File: src/sv/cba_pkg.sv
// cba_pkg: shared types and constants for the cluster bitmap allocator
// no dependencies; used by every module of the block
`default_nettype none

package cba_pkg;

  localparam int MAX_CLUSTERS  = 16384;
  localparam int CLUSTER_BYTES = 2048;
  localparam int CB_SHIFT      = $clog2(CLUSTER_BYTES);
  localparam int WORD_BITS     = 32;
  localparam int WORD_BYTES    = WORD_BITS / 8;
  localparam int MAP_WORDS     = MAX_CLUSTERS / WORD_BITS;
  localparam int ADDR_W        = $clog2(MAP_WORDS);
  localparam int BITSEL_W      = $clog2(WORD_BITS);
  localparam int IDX_W         = 14;
  localparam int COUNT_W       = 15;
  localparam int BYTES_W       = COUNT_W - 3;
  localparam int LIM_W         = COUNT_W + 1;
  localparam logic [COUNT_W-1:0] COUNT_RESET = COUNT_W'(16384);

  localparam logic [2:0] OP_TEST      = 3'd0;
  localparam logic [2:0] OP_ALLOC     = 3'd1;
  localparam logic [2:0] OP_MARK      = 3'd2;
  localparam logic [2:0] OP_FREE      = 3'd3;
  localparam logic [2:0] OP_MARK_ALL  = 3'd4;
  localparam logic [2:0] OP_CLEAR_ALL = 3'd5;

  localparam logic [1:0] ST_OK        = 2'd0;
  localparam logic [1:0] ST_RANGE     = 2'd1;
  localparam logic [1:0] ST_NONE_FREE = 2'd2;

  typedef struct packed {
    logic [2:0]       operation;
    logic [IDX_W-1:0] cluster_index;
  } in_t;

  typedef struct packed {
    logic [1:0]       status;
    logic             bit_value;
    logic [IDX_W-1:0] allocated_index;
  } out_t;

  typedef struct packed {
    logic capture;
    logic bit_rd;
    logic bit_exe;
    logic init_wr;
    logic fill_wr;
    logic scan_rd;
    logic alloc_commit;
    logic no_free;
  } cmd_t;

  typedef struct packed {
    logic in_idx_ok;
    logic fill_none;
    logic fill_last;
    logic init_last;
    logic scan_found;
    logic scan_last;
  } stat_t;

endpackage

`default_nettype wire

File: src/sv/cba_ctrl.sv
// cba_ctrl: sequencing state machine for the cluster bitmap allocator
// depends on cba_pkg; issues cmd_t to cba_datapath and reads its stat_t
`default_nettype none

module cba_ctrl
  import cba_pkg::*;
(
  input  wire logic       clk,
  input  wire logic       rst,
  input  wire logic       in_valid,
  input  wire logic [2:0] in_op,
  input  wire logic       out_free,
  input  wire stat_t      stat,
  output cmd_t            cmd,
  output logic            accept,
  output logic            emit
);

  localparam logic [2:0] S_INIT = 3'd0;
  localparam logic [2:0] S_IDLE = 3'd1;
  localparam logic [2:0] S_BIT  = 3'd2;
  localparam logic [2:0] S_SCAN = 3'd3;
  localparam logic [2:0] S_FILL = 3'd4;
  localparam logic [2:0] S_DONE = 3'd5;

  logic [2:0] state;
  logic [2:0] state_next;

  always_comb begin
    cmd        = '0;
    accept     = 1'b0;
    emit       = 1'b0;
    state_next = state;
    case (state)
      S_INIT: begin
        cmd.init_wr = 1'b1;
        if (stat.init_last) begin
          state_next = S_IDLE;
        end
      end
      S_IDLE: begin
        accept = 1'b1;
        if (in_valid) begin
          cmd.capture = 1'b1;
          if (in_op inside {OP_TEST, OP_MARK, OP_FREE}) begin
            if (stat.in_idx_ok) begin
              cmd.bit_rd = 1'b1;
              state_next = S_BIT;
            end else begin
              state_next = S_DONE;
            end
          end else if (in_op == OP_ALLOC) begin
            state_next = S_SCAN;
          end else if (in_op inside {OP_MARK_ALL, OP_CLEAR_ALL}) begin
            state_next = stat.fill_none ? S_DONE : S_FILL;
          end else begin
            state_next = S_DONE;
          end
        end
      end
      S_BIT: begin
        cmd.bit_exe = 1'b1;
        state_next  = S_DONE;
      end
      S_SCAN: begin
        if (stat.scan_found) begin
          cmd.alloc_commit = 1'b1;
          state_next       = S_DONE;
        end else if (stat.scan_last) begin
          cmd.no_free = 1'b1;
          state_next  = S_DONE;
        end else begin
          cmd.scan_rd = 1'b1;
        end
      end
      S_FILL: begin
        cmd.fill_wr = 1'b1;
        if (stat.fill_last) begin
          state_next = S_DONE;
        end
      end
      S_DONE: begin
        if (out_free) begin
          emit       = 1'b1;
          state_next = S_IDLE;
        end
      end
      default: begin
        state_next = S_IDLE;
      end
    endcase
  end

  always_ff @(posedge clk) begin
    if (rst) begin
      state <= S_INIT;
    end else begin
      state <= state_next;
    end
  end

endmodule

`default_nettype wire

File: config.mk
export PLATFORM = sky130hd
export DESIGN_NAME = cba_ctrl
export DESIGN_NICKNAME = d
export VERILOG_FILES = /design/src/sv/cba_pkg.sv /design/src/sv/cba_ctrl.sv
export SDC_FILE = /design/constraint.sdc
export NUM_CORES = 1
export LEC_CHECK = 0
export ABC_AREA = 0
export BUFFER_PORTS_ARGS = -buffer_cell sky130_fd_sc_hd__buf_2
export CORE_AREA = 4 4 41 43
export CTS_CLUSTER_SIZE = 10
export DETAILED_ROUTE_END_ITERATION = 7
export DIE_AREA = 0 0 45 47
export PLACE_DENSITY = 0.51
export SETUP_SLACK_MARGIN = 0.5
export SYNTH_ARGS = -nofsm -noshare
export SYNTH_HDL_FRONTEND = slang
export SYNTH_SLANG_ARGS = --single-unit
File: constraint.sdc
create_clock -name clk -period 1.8 [get_ports clk]
set_clock_uncertainty 0.2 [all_clocks]
set_input_delay 0.18 -clock clk [delete_from_list [all_inputs] [get_ports clk]]
set_output_delay 0.18 -clock clk [all_outputs]
set_load 0.02 [all_outputs]
* Word-level counts from Yosys, hierarchy flattened
Cells that the tools add are included.
Word-level totals: bits in registers 3, bits in latches 0, bits in writable memories 0, ROM bits 0, bits of input ports 13, output and inout port bits 10, logic and storage cells 49, memories 0
Cells by class: add/subtract/negate cells 0, multiply operators 0, div/mod/pow operators 0, magnitude comparators 0, eq/ne operators 15, shift-type cells 0, muxes and demuxes 28, bitwise operators 0, reduce and logical (&&, ||, !) cells 5
Operators by type and width (number):
- $mux W3 | 10
- $pmux W3 S6 | 1
- $mux W1 | 15
- $eq A3 B2 Y1 const B | 4
- $eq A3 B3 Y1 const B | 4
- $ne A2 B2 Y1 const B | 4
- $eq A3 B1 Y1 const B | 2
- $logic_not A3 Y1 | 2
- $reduce_and A5 Y1 | 1
- $mux W2 | 2
- $ne A3 B3 Y1 const B | 1
- $reduce_bool A3 Y1 | 1
- $reduce_bool A2 Y1 | 1

* Logic depth before layout (Yosys ltp)
depth in word-level cells 7, depth in mapped cells 5, gate-level depth less buffers 4

* Least setup slack after synthesis
No wires, ideal clock.
path type register to output, start register state[0], end output cmd[6] (netlist name), arrival time 1.165 ns, slack 0.255 ns, stages on the path, launching flop included 5, cell sequence dfxtp_1 > nor2b_1 > nand2b_1 > inv_1 > and3_1
RTL lines:
- start: declaration | line cba_ctrl.sv:26 | logic [2:0] state;
- start signal: assignment | line cba_ctrl.sv:98 | state <= state_next;
- end: declaration | line cba_ctrl.sv:14 | output cmd_t cmd,

==> reports/metrics.cfg <==
[die]
coreArea_um2=1300
dieHeight_um=47
die-area_um2=2120
start_util=0.218
rows=13
io_pins=23
die_x_um=45

[drt]
wl_per_cell_um=10.6
ant_nets=0
route.final.wire_length_um=912
vias=383
drc=0
vias_per_cell=4.45
drt_iter0_markers=4
firstDrtPassIters=3

[global_route]
grt_overflow_total=0
grt_pass1_vias=383
grt_usage=0.0969
use_met2=0.178
use_met1=0.106
grt.met3_usage=0.0153
grt_pass1_wl_um=1510
grt_busiest_layer=met2
grt_max_degree=7
grt_antenna_before_repair=0

[sta]
hold_viol_final=0
worst_slack_ns=0.186
period_needed_ns=1.61
fmax_mhz=620
rsz0062_at_grt=true
slew_headroom=0.823
maxSlewViolCount=0
tns_ns=0
worstMarginPinSlew_ns=0.265
setup_violations=0
fin_crit_sh=0.897

[logic_synthesis]
synthesis.area_um2=284
yosys.area.top_type_share=0.211
synth_nets=50
synth.avg_cell_area_um2=7.68
synth_edf_count=0
synth-seq-cells=3
synth_fa_ha_area_frac=0
post-synth-top-area-cell=dfxtp_1
seq_area_frac_synth=0.211
async_reset_ff_frac=0
synth_cell_types=21
ys.flop_type=dfxtp_1
synth_mux_area_frac=0.0705
yosys.area_share.simple=0.493
synth_cells=37
netlist_top_cells_area=dfxtp_1, nor3b_1, mux2i_1, and3_1, a21oi_1
synth-compound-area-share=0.167
yosys.area_share.xor_xnor=0
yosysWarnings=0
synth_top_family_by_area=simple AND/OR/NAND/NOR gates

[setup_path]
crit_fanout=4
arrival_ns=1.23
cpMaxStageDelayCell=or3_4
slowest_delay_ns=0.35
startpoint=state[2]
crit_path_end_kind=primary output
crit_end=cmd[2]
rr_endpoint=state[2]
crit_chain=nand3b_4 > or3_4 > inv_4 > buf_6
rr_startpoint=state[2]
critPathLaunchType=flip-flop
rr_worst_depth=5
cp_data_required_time_ns=1.42
timing.reg2reg.setup_slack_ns=0.27
crit_buf_inv=2
crit_cells=4
path_delay_family=simple AND/OR/NAND/NOR gates
path_class=flip-flop to primary output

[power_and_ir_drop]
ir_drop_uv=254
fin_total_pwr_w=0.000372
p_leak_nw=0.332
p_per_area_nw_per_um2=581

[cells_and_area]
largest_register=state
fin_area_um2=641
largest_register_ffs=3
fin_cells=86
insertedDiodeCount=0
area_delta_synth_final_pct=126
reg_top3=state (3)
drive_gt1_frac=0.732
nNetsFinal=85

[place]
placed_cell_area_um2=457
gp_congestion=0.665
dp_hpwl_um=645
dpl.cell_count=74
pre_cts_ws_ns=0.249
port_buffers=22

[cts]
root_buffer=clkbuf_4
htreeDepth=1
clock_latency_ns=0.23
numCtsBuffers=3
cts_buffer_depth=2
tritoncts=built
clk_pin_slew_ns=0.04
cts_sinks=3

[run]
cap_violations=0

[min_path]
hold_path.class=input pin to flip-flop

[run_status]
status=completed

[area by class of cell]
cell class	count	area [µm²]
tap	15	18.8
multi-input combinational	30	275
inverter	3	16.3
sequential	3	71.3
fill	138	661
clock buffer	4	26.3
timing repair buffer	31	233
[power by group]
group | leakage, nW | internal (W) | switching (W) | total [W]
clock | 0.0150 | 0.0000830 | 0.0000337 | 0.000117
combinational | 0.291 | 0.0000962 | 0.0000768 | 0.000173
sequential | 0.0267 | 0.0000733 | 0.00000920 | 0.0000825
total | 0.332 | 0.000253 | 0.000120 | 0.000372
[cell usage in the layout, fill, tap and decap left out, drive strengths merged]
cell / instances
a21oi: 3
nor4: 1
buf: 30
mux2i: 2
o31a: 1
o21ai: 1
nor3b: 3
nand3b: 1
nor2b: 2
dlygate4sd3: 1
dfxtp: 3
and3b: 1
clkbuf: 4
and2: 2
and3: 3
nor3: 1
nor2: 3
or3: 1
nand2: 2
o21bai: 1
a211oi: 1
nand2b: 1
inv: 3
[worst min-delay path, stage by stage]
cell and delay (ns):
buf_2 0.11, a21oi_1 0.12, o31a_1 0.12
[per-layer routing]
layer	vias to the layer above	part of all wire
li1	202	-
met1	162	0.40
met2	19	0.49
met3	0	0.10
met4	0	0
met5	-	0
[per-stage QoR]
step                utilization  hold WS [ns]
floorplan                     -        0.0510
global route              0.492         0.173
global placement          0.351         0.182
detailed placement        0.351         0.180
CTS                       0.469         0.140
finish                    0.492         0.138
[logic make-up after synthesis]
| group | Yosys count |
|---|---|
| flip-flops | 3 |
| AO/OA/AOI/OAI | 7 |
| multiplexers | 2 |
| AND/OR/NAND/NOR | 21 |
| buffers and inverters | 4 |
[what timing repair did]
item	CTS	global route
buffers inserted	6	1
hold buffers	1	0
setup endpoints to repair	13	13
gates resized for setup	23	5
endpoints found under the hold margin	1	0
pin swaps	3	3
[worst min-delay path by stage]
stage                  start       end  depth (start not counted)
CTS                 in_op[2]  state[0]                          3
floorplan                rst  state[2]                          1
detailed placement       rst  state[2]                          2
finish              in_op[2]  state[0]                          3
global placement         rst  state[2]                          2
global route        in_op[2]  state[0]                          3
Note: power is estimated with default switching activity, not from simulation.
